`src/design/trme_pkg.sv`:
```
// Shared types and constants for the toy register machine executor.
// Holds operation codes, controller states and the control/status structs.
// No dependencies.
`default_nettype none

package trme_pkg;

  // Operation codes of a decoded instruction; code 15 behaves as nop
  typedef enum logic [3:0] {
    OP_NOP   = 4'd0,
    OP_MOV   = 4'd1,
    OP_ADD   = 4'd2,
    OP_SUB   = 4'd3,
    OP_MUL   = 4'd4,
    OP_DIV   = 4'd5,
    OP_JMP   = 4'd6,
    OP_JE    = 4'd7,
    OP_JNE   = 4'd8,
    OP_JG    = 4'd9,
    OP_JGE   = 4'd10,
    OP_JL    = 4'd11,
    OP_JLE   = 4'd12,
    OP_READ  = 4'd13,
    OP_PRINT = 4'd14
  } op_t;

  // Controller states
  typedef enum logic [1:0] {
    ST_IDLE,
    ST_EXEC,
    ST_DIV
  } state_t;

  // Field widths
  localparam int unsigned WORD_W = 32;
  localparam int unsigned IMM_W  = 24;
  localparam int unsigned REG_W  = 2;
  localparam int unsigned LINE_W = 8;
  localparam int unsigned TGT_W  = 7;
  localparam int unsigned RV_W   = 15;
  localparam int unsigned NREGS  = 4;

  // Stream word widths
  localparam int unsigned S_DATA_W = 80;
  localparam int unsigned S_USER_W = 6;
  localparam int unsigned M_DATA_W = 48;

  // Highest line index; sequential stepping saturates here
  localparam logic [LINE_W-1:0] LINE_MAX = '1;

  // Commands from controller to datapath
  typedef struct packed {
    logic capture;    // latch the incoming instruction word
    logic div_start;  // launch the iterative divider
    logic commit;     // write back state and load the result register
  } ctrl_cmd_t;

  // Status from datapath to controller
  typedef struct packed {
    logic need_div;   // captured op is div with a nonzero divisor
    logic div_done;   // divider quotient is ready
    logic out_free;   // result register can take a word this cycle
  } dp_stat_t;

endpackage

`default_nettype wire

```
`src/design/trme_div.sv`:
```
// Iterative signed divider, one quotient bit per cycle (restoring).
// Truncates toward zero; the overflow case wraps. Uses trme_pkg.
`default_nettype none

module trme_div
  import trme_pkg::*;
(
  input  wire logic              clk,
  input  wire logic              rst,
  input  wire logic              start,
  input  wire logic [WORD_W-1:0] dividend,
  input  wire logic [WORD_W-1:0] divisor,
  output logic                   done,
  output logic [WORD_W-1:0]      quotient
);

  localparam int unsigned CNT_W = $clog2(WORD_W);
  localparam logic [CNT_W-1:0] CNT_LAST = CNT_W'(WORD_W - 1);

  logic              busy;
  logic [CNT_W-1:0]  cnt;
  logic [WORD_W-1:0] rem;
  logic [WORD_W-1:0] quo;
  logic [WORD_W-1:0] dsr;
  logic              neg;

  logic              n_neg;
  logic              d_neg;
  logic [WORD_W-1:0] n_mag;
  logic [WORD_W-1:0] d_mag;
  logic [WORD_W:0]   rem_sh;
  logic [WORD_W:0]   diff;
  logic              ge;

  // Operand magnitudes at launch
  assign n_neg = dividend[WORD_W-1];
  assign d_neg = divisor[WORD_W-1];
  assign n_mag = n_neg ? (~dividend + 1'b1) : dividend;
  assign d_mag = d_neg ? (~divisor + 1'b1) : divisor;

  // One restoring step
  assign rem_sh = {rem, quo[WORD_W-1]};
  assign diff   = rem_sh - {1'b0, dsr};
  assign ge     = !diff[WORD_W];

  always_ff @(posedge clk) begin
    if (rst) begin
      busy <= 1'b0;
      done <= 1'b0;
    end else if (start) begin
      busy <= 1'b1;
      done <= 1'b0;
    end else if (busy && (cnt == CNT_LAST)) begin
      busy <= 1'b0;
      done <= 1'b1;
    end
  end

  // Remainder / quotient shift registers
  always_ff @(posedge clk) begin
    if (start) begin
      cnt <= '0;
      rem <= '0;
      quo <= n_mag;
      dsr <= d_mag;
      neg <= n_neg ^ d_neg;
    end else if (busy) begin
      cnt <= cnt + 1'b1;
      rem <= ge ? diff[WORD_W-1:0] : rem_sh[WORD_W-1:0];
      quo <= {quo[WORD_W-2:0], ge};
    end
  end

  assign quotient = neg ? (~quo + 1'b1) : quo;

endmodule

`default_nettype wire

```
`src/design/trme_dpath.sv`:
```
// Datapath: instruction register, register file, line counter, ALU,
// branch compare, divider and result register. Uses trme_pkg, trme_div.
`default_nettype none

module trme_dpath
  import trme_pkg::*;
#(
  parameter int unsigned MAX_PROGRAM_LINES = 128
) (
  input  wire logic                clk,
  input  wire logic                rst,
  input  wire ctrl_cmd_t           cmd,
  output dp_stat_t                 stat,
  input  wire logic [S_DATA_W-1:0] s_tdata,
  input  wire logic [S_USER_W-1:0] s_tuser,
  input  wire logic                cfg_wen,
  input  wire logic [LINE_W-1:0]   cfg_wdata,
  output logic                     m_tvalid,
  input  wire logic                m_tready,
  output logic [M_DATA_W-1:0]      m_tdata
);

  localparam int unsigned LW = $clog2(MAX_PROGRAM_LINES + 1);
  localparam int unsigned CW = (LW > LINE_W) ? LW : LINE_W;
  localparam logic [CW-1:0] MAX_LINES = CW'(MAX_PROGRAM_LINES);

  // Captured instruction
  op_t              op;
  logic             f_imm;
  logic [IMM_W-1:0] f_val;
  logic [REG_W-1:0] f_reg;
  logic             s_imm;
  logic [IMM_W-1:0] s_val;
  logic [REG_W-1:0] s_reg;
  logic [REG_W-1:0] d_reg;
  logic [TGT_W-1:0] tgt;
  logic [RV_W-1:0]  rdv;

  // Architectural state
  logic [WORD_W-1:0] regs [NREGS];
  logic [LINE_W-1:0] cur_line;
  logic [LINE_W-1:0] prog_len;

  // Result register fields
  logic [LINE_W-1:0] o_line;
  logic              o_halt;
  logic              o_pvalid;
  logic [WORD_W-1:0] o_pvalue;
  logic              o_pnl;
  logic              o_dz;

  logic [WORD_W-1:0] src;
  logic [WORD_W-1:0] second;
  logic [WORD_W-1:0] dst;
  logic              lt;
  logic              eq;
  logic              take;
  logic [LINE_W-1:0] next_seq;
  logic [LINE_W-1:0] next;
  logic              wb_en;
  logic [WORD_W-1:0] wb_val;
  logic [WORD_W-1:0] prod;
  logic              dz;
  logic [CW-1:0]     len_ext;
  logic [CW-1:0]     limit;
  logic              halt;
  logic              div_done;
  logic [WORD_W-1:0] quot;

  // Latch the instruction word
  always_ff @(posedge clk) begin
    if (cmd.capture) begin
      op    <= op_t'(s_tuser[3:0]);
      f_imm <= s_tuser[4];
      s_imm <= s_tuser[5];
      f_val <= s_tdata[23:0];
      f_reg <= s_tdata[25:24];
      s_val <= s_tdata[49:26];
      s_reg <= s_tdata[51:50];
      d_reg <= s_tdata[53:52];
      tgt   <= s_tdata[60:54];
      rdv   <= s_tdata[75:61];
    end
  end

  // Operand select
  assign src    = f_imm ? {{(WORD_W-IMM_W){1'b0}}, f_val} : regs[f_reg];
  assign second = s_imm ? {{(WORD_W-IMM_W){1'b0}}, s_val} : regs[s_reg];
  assign dst    = regs[d_reg];
  assign lt     = $signed(src) < $signed(second);
  assign eq     = src == second;
  assign prod   = src * dst;
  assign dz     = (op == OP_DIV) && (dst == '0);

  trme_div u_div (
    .clk      (clk),
    .rst      (rst),
    .start    (cmd.div_start),
    .dividend (src),
    .divisor  (dst),
    .done     (div_done),
    .quotient (quot)
  );

  // Execute: branch decision and write-back value
  always_comb begin
    take   = 1'b0;
    wb_en  = 1'b0;
    wb_val = src;
    case (op)
      OP_MOV: begin
        wb_en = 1'b1;
      end
      OP_ADD: begin
        wb_en  = 1'b1;
        wb_val = dst + src;
      end
      OP_SUB: begin
        wb_en  = 1'b1;
        wb_val = dst - src;
      end
      OP_MUL: begin
        wb_en  = 1'b1;
        wb_val = prod;
      end
      OP_DIV: begin
        wb_en  = !dz;
        wb_val = quot;
      end
      OP_JMP: take = 1'b1;
      OP_JE:  take = eq;
      OP_JNE: take = !eq;
      OP_JG:  take = !lt && !eq;
      OP_JGE: take = !lt;
      OP_JL:  take = lt;
      OP_JLE: take = lt || eq;
      OP_READ: begin
        wb_en  = 1'b1;
        wb_val = {{(WORD_W-RV_W){rdv[RV_W-1]}}, rdv};
      end
      default: ;
    endcase
  end

  // Next line and halt check against the effective length
  assign next_seq = (cur_line == LINE_MAX) ? LINE_MAX : cur_line + 1'b1;
  assign next     = take ? {{(LINE_W-TGT_W){1'b0}}, tgt} : next_seq;
  assign len_ext  = CW'(prog_len);
  assign limit    = (len_ext < MAX_LINES) ? len_ext : MAX_LINES;
  assign halt     = CW'(next) >= limit;

  // Configuration register
  always_ff @(posedge clk) begin
    if (rst) begin
      prog_len <= '0;
    end else if (cfg_wen) begin
      prog_len <= cfg_wdata;
    end
  end

  // Register file and line counter
  always_ff @(posedge clk) begin
    if (rst) begin
      for (int i = 0; i < NREGS; i++) begin
        regs[i] <= '0;
      end
      cur_line <= '0;
    end else if (cmd.commit) begin
      if (wb_en) begin
        regs[d_reg] <= wb_val;
      end
      cur_line <= next;
    end
  end

  // Result register
  always_ff @(posedge clk) begin
    if (rst) begin
      m_tvalid <= 1'b0;
    end else if (cmd.commit) begin
      m_tvalid <= 1'b1;
    end else if (m_tready) begin
      m_tvalid <= 1'b0;
    end
  end

  always_ff @(posedge clk) begin
    if (cmd.commit) begin
      o_line   <= next;
      o_halt   <= halt;
      o_pvalid <= op == OP_PRINT;
      o_pvalue <= (op == OP_PRINT) ? src : '0;
      o_pnl    <= (op == OP_PRINT) && !f_imm;
      o_dz     <= dz;
    end
  end

  assign m_tdata = {4'b0, o_dz, o_pnl, o_pvalue, o_pvalid, o_halt, o_line};

  // Status to the controller
  assign stat.need_div = (op == OP_DIV) && !dz;
  assign stat.div_done = div_done;
  assign stat.out_free = !m_tvalid || m_tready;

endmodule

`default_nettype wire

```
`src/design/trme_ctrl.sv`:
```
// Controller state machine: accept, execute, wait on divider, commit.
// Drives datapath commands from its status. Uses trme_pkg.
`default_nettype none

module trme_ctrl
  import trme_pkg::*;
(
  input  wire logic     clk,
  input  wire logic     rst,
  input  wire logic     s_tvalid,
  output logic          s_tready,
  input  wire dp_stat_t stat,
  output ctrl_cmd_t     cmd
);

  state_t state;
  state_t state_next;

  always_ff @(posedge clk) begin
    if (rst) begin
      state <= ST_IDLE;
    end else begin
      state <= state_next;
    end
  end

  // Next state and commands
  always_comb begin
    state_next    = state;
    s_tready      = 1'b0;
    cmd           = '0;
    case (state)
      ST_IDLE: begin
        s_tready    = 1'b1;
        cmd.capture = s_tvalid;
        if (s_tvalid) begin
          state_next = ST_EXEC;
        end
      end
      ST_EXEC: begin
        if (stat.need_div) begin
          cmd.div_start = 1'b1;
          state_next    = ST_DIV;
        end else if (stat.out_free) begin
          cmd.commit = 1'b1;
          state_next = ST_IDLE;
        end
      end
      ST_DIV: begin
        if (stat.div_done && stat.out_free) begin
          cmd.commit = 1'b1;
          state_next = ST_IDLE;
        end
      end
      default: state_next = ST_IDLE;
    endcase
  end

endmodule

`default_nettype wire

```
`src/design/toy_register_machine_executor.sv`:
```
// Toy register machine executor, one decoded instruction per input word.
//
// Input stream (s_axis_*): one decoded instruction per word; the opcode and
// operand-kind flags ride in tuser, operands in tdata.
// Output stream (m_axis_*): one result word per instruction: next line,
// halt flag, print data and divide-by-zero flag.
// cfg_wen/cfg_wdata write program_length; write only while idle.
// Sequence: accept, the execute state, then the result is registered;
// a div with nonzero divisor also waits in the divide state on the
// bit-serial divider (one quotient bit per clock).
// One instruction is in flight at a time; s_axis_tready is high only when
// the controller is idle, so a new word is accepted only after the last
// one commits. A finished result waits in the output register while the
// next word is accepted; a stalled receiver holds further commits back.
// Reset (rst, synchronous) clears the registers, the line counter, the
// program length and the output valid.
// Uses trme_pkg, trme_ctrl, trme_dpath, trme_div.
`default_nettype none

module toy_register_machine_executor
  import trme_pkg::*;
#(
  parameter int unsigned MAX_PROGRAM_LINES = 128
) (
  input  wire logic                clk,
  input  wire logic                rst,
  // Input instruction stream
  input  wire logic                s_axis_tvalid,
  output logic                     s_axis_tready,
  // [23:0] first_immediate, [25:24] first_register, [49:26] second_immediate,
  // [51:50] second_register, [53:52] dest_register, [60:54] jump_target,
  // [75:61] read_value, [79:76] zero
  input  wire logic [S_DATA_W-1:0] s_axis_tdata,
  // [3:0] operation, [4] first_is_immediate, [5] second_is_immediate
  input  wire logic [S_USER_W-1:0] s_axis_tuser,
  // Result stream
  output logic                     m_axis_tvalid,
  input  wire logic                m_axis_tready,
  // [7:0] next_line, [8] halted, [9] print_valid, [41:10] print_value,
  // [42] print_newline, [43] divide_by_zero, [47:44] zero
  output logic [M_DATA_W-1:0]      m_axis_tdata,
  // program_length register
  input  wire logic                cfg_wen,
  input  wire logic [LINE_W-1:0]   cfg_wdata
);

  ctrl_cmd_t cmd;
  dp_stat_t  stat;

  trme_ctrl u_ctrl (
    .clk      (clk),
    .rst      (rst),
    .s_tvalid (s_axis_tvalid),
    .s_tready (s_axis_tready),
    .stat     (stat),
    .cmd      (cmd)
  );

  trme_dpath #(
    .MAX_PROGRAM_LINES (MAX_PROGRAM_LINES)
  ) u_dpath (
    .clk       (clk),
    .rst       (rst),
    .cmd       (cmd),
    .stat      (stat),
    .s_tdata   (s_axis_tdata),
    .s_tuser   (s_axis_tuser),
    .cfg_wen   (cfg_wen),
    .cfg_wdata (cfg_wdata),
    .m_tvalid  (m_axis_tvalid),
    .m_tready  (m_axis_tready),
    .m_tdata   (m_axis_tdata)
  );

endmodule

`default_nettype wire

```
`config.mk`:
```
export PLATFORM = sky130hd
export DESIGN_NAME = toy_register_machine_executor
export DESIGN_NICKNAME = d
export VERILOG_FILES = /design/src/design/trme_pkg.sv /design/src/design/trme_div.sv /design/src/design/trme_dpath.sv /design/src/design/trme_ctrl.sv /design/src/design/toy_register_machine_executor.sv
export SDC_FILE = /design/constraint.sdc
export NUM_CORES = 2
export LEC_CHECK = 0
export ABC_CLOCK_PERIOD_IN_PS = 12500
export BUFFER_PORTS_ARGS = -buffer_cell sky130_fd_sc_hd__buf_2
export CORE_UTILIZATION = 47
export CTS_BUF_LIST = sky130_fd_sc_hd__clkbuf_8
export DETAILED_ROUTE_END_ITERATION = 16
export PLACE_DENSITY = 0.61
export SLEW_MARGIN = 20
export SYNTH_ARGS = -nofsm -noshare
export SYNTH_HDL_FRONTEND = slang
export SYNTH_SLANG_ARGS = --single-unit
```
`constraint.sdc`:
```
create_clock -name clk -period 12.5 [get_ports clk]
set_input_delay 0.625 -clock clk [delete_from_list [all_inputs] [get_ports clk]]
set_output_delay 0.625 -clock clk [all_outputs]
set_load 0.005 [all_outputs]
```
==> results.py <==
metrics = {
    "critical_path": {
        "critical_path.slowest_cell": "a211oi_1",
        "endpoint_kind": "flop",
        "critical-path-max-stage-delay_ns": 0.78,
        "cp_data_required_time_ns": 12.89,
        "crit_path_frequent_cell": "fa_1",
        "arrival_ns": 11.07,
        "worstSetupPathType": "flop to flop",
        "crit_fanout": 36,
        "cp-start-kind": "flop",
    },
    "route": {
        "wl_per_cell_um": 24.9,
        "met1_length_um": 53700,
        "first_iter_violations": 3212,
        "drc": 0,
        "dr.pass1.iters": 5,
        "highest_layer": "met5",
        "viasPerCell": 5.80,
        "met3_length_um": 14400,
        "postRouteAntennaNets": 0,
        "wirelength_um": 135000,
        "wl_met2_um": 59800,
        "vias": 31400,
    },
    "synth": {
        "synth_edf_count": 319,
        "ys_seq_area_share_pct": 27.3,
        "syn_area_um2": 39700,
        "ys_seq_elements": 383,
        "synth_top_flop_cell": "edfxtp_1",
        "syn_avg_cell_area_um2": 9.61,
        "ys_async_sr_fraction_pct": 0,
        "synth-simple-area-share_pct": 14.1,
        "muxShareOfSynthArea_pct": 8.03,
        "synth_cell_types": 82,
        "ys_warn_count": 0,
        "synthXorXnorAreaFrac_pct": 5.64,
        "synthAdderAreaFrac_pct": 28.1,
        "netlist_instances": 4137,
        "synth_top_family_by_area": "adder cells",
        "synth_compound_area_share_pct": 9.58,
    },
    "die": {
        "dieHeight_um": 293,
        "die-area_um2": 85700,
        "core_area_um2": 83700,
        "start_util_pct": 47.5,
        "io_pins": 149,
        "placementRows": 106,
        "die_w_um": 293,
    },
    "global_routing": {
        "grt_pass1_vias": 31500,
        "antenna_found_initial": 3,
        "grt_util_all_layers_pct": 31.9,
        "grt_pass1_wl_um": 200000,
        "grt_max_degree": 76,
        "grt_overflow": 0,
    },
    "placed_design": {
        "port-buffer-count": 140,
        "hpwl_um": 99300,
        "place_ws_ns": 2.06,
        "gp_congestion": 1.02,
    },
    "sta": {
        "drv_slew": 0,
        "fin_setup_tns_ns": 0,
        "finClkSkew_ns": 0.0742,
        "rsz0062_at_grt": "no",
        "period_minus_slack_ns": 10.68,
        "hold_violations": 0,
        "max_slew.worst_pin.slew_ns": 1.20,
        "fin_crit_sh_pct": 85.4,
        "fmax_ghz": 0.0937,
        "max_slew_margin_pct": 19.8,
        "hold_slack_ns": 0.0979,
        "setup_violations": 0,
        "fin_ws_ns": 1.82,
    },
    "layout": {
        "drive_gt1_share_pct": 11.9,
        "largest_register": "u_dpath.regs",
        "syn_to_final_growth_pct": 9.04,
        "nets": 4979,
        "largest_register_ffs": 128,
        "seq_area_um2": 10900,
        "fillers": 7713,
        "multi_input_area_um2": 26200,
    },
    "flow_run": {
        "max_cap_violations": 0,
    },
    "clock_network": {
        "cts_buffers": 72,
        "clockBufferDepth": 3,
        "ctsHoldBuffers": 0,
        "clock_latency_ns": 0.71,
        "htree_levels": 3,
        "cts_tree": "done",
        "cts.sinks": 383,
        "path_clk_slew_ns": 0.06,
        "clockRootBuffer": "clkbuf_8",
        "cts_setup_buffers": 0,
        "cts_resized": 0,
    },
    "status": {
        "outcome": "finished clean",
    },
    "worst_hold_path": {
        "hp-class": "input pin to flop",
    },
}
-- cell families after synthesis --
| kind of cell | count (synthesis) |
|---|---|
| flops | 383 |
| other cells | 1 |
| xor+xnor | 248 |
| fa+ha+maj | 647 |
| buf+inv | 745 |
| compound gates | 596 |
| mux | 226 |
| simple gates | 1291 |
-- routing by layer --
layer,GRT usage (%),up-vias
met5,0,-
met4,15.3,2
met3,7.83,350
met2,49.2,1495
met1,42.1,15600
li1,-,14000
-- stage by stage --
stage / instance area (um^2) / cells / util [%]
detailed placement: 41800 / 5292 / 50.0
global placement: 41800 / 5292 / 50.0
finish: 43300 / 5424 / 51.8
floorplan: 39800 / 4140 / -
CTS: 43300 / 5422 / 51.8
global route: 43300 / 5424 / 51.8
-- synth_stat cells, types with 16 or more instances --
| cell type | number | area, um^2 |
|---|---|---|
| a21oi_1 | 146 | 731 |
| o21a_1 | 25 | 188 |
| ha_1 | 237 | 2970 |
| nor2_1 | 594 | 2230 |
| mux4_2 | 70 | 1580 |
| nor3_1 | 34 | 170 |
| or3_1 | 23 | 144 |
| o221ai_1 | 17 | 149 |
| edfxtp_1 | 319 | 9580 |
| inv_1 | 508 | 1910 |
| nand2_1 | 391 | 1470 |
| mux2_2 | 32 | 360 |
| nand4_1 | 24 | 150 |
| a21o_1 | 47 | 353 |
| fa_1 | 410 | 8210 |
| nand2b_1 | 57 | 357 |
| and2_1 | 35 | 219 |
| clkbuf_1 | 163 | 612 |
| xor2_1 | 51 | 447 |
| a31oi_1 | 24 | 150 |
| nor2b_1 | 32 | 200 |
| dfxtp_1 | 64 | 1280 |
| o211ai_1 | 17 | 128 |
| a211oi_1 | 16 | 120 |
| mux2i_1 | 114 | 1140 |
| buf_1 | 29 | 109 |
| o21ai_0 | 160 | 801 |
| xnor2_1 | 192 | 1680 |
| o31ai_1 | 24 | 180 |
| and3_1 | 19 | 119 |
| nand3_1 | 31 | 155 |
-- layout by cell type, fill, tap and decap left out, drive strengths merged, types with 47 or more instances in the layout --
| cell type | count |
|---|---|
| buf | 235 |
| a21o | 47 |
| a21oi | 146 |
| nor2 | 594 |
| dfxtp | 64 |
| fa | 410 |
| nand2b | 57 |
| edfxtp | 319 |
| clkbuf | 81 |
| o21ai | 179 |
| ha | 237 |
| xor2 | 51 |
| mux2i | 114 |
| inv | 546 |
| mux4 | 70 |
| xnor2 | 192 |
| nand2 | 391 |
-- final cells by class --
class                           count  share of cell area, %
Multi-Input combinational cell   3012                   60.4
Sequential cell                   383                   25.1
Inverter                          529                   4.59
Tap cell                         1134                   3.27
Timing Repair Buffer              235                   3.26
Clock buffer                       81                   2.57
Clock inverter                     49                  0.803
Antenna cell                        1                0.00577
-- critical path, delay by kind of cell, from the launching register on --
family	cells	cell delay (ns)
fa+ha+maj	9	3.93
flops	1	0.54
xor+xnor	1	0.26
buf+inv	6	1.39
simple gates	2	0.20
mux	1	0.60
compound gates	9	3.38
-- path summary, 6_finish.rpt --
check	from	cells after the start	end	slack (ns)
worst max-delay path	flop	28	u_dpath.regs[2][31]	1.82
worst min-delay path	s_axis_tdata[20]	1	u_dpath.f_val[20]	0.1
worst max register to register	flop	28	u_dpath.regs[2][31]	1.82
worst min register to register	u_dpath.s_reg[1]	1	flop	0.47
Power is not shown: default switching activity piles up to over one toggle a cycle in this logic, so the estimate is an artifact.
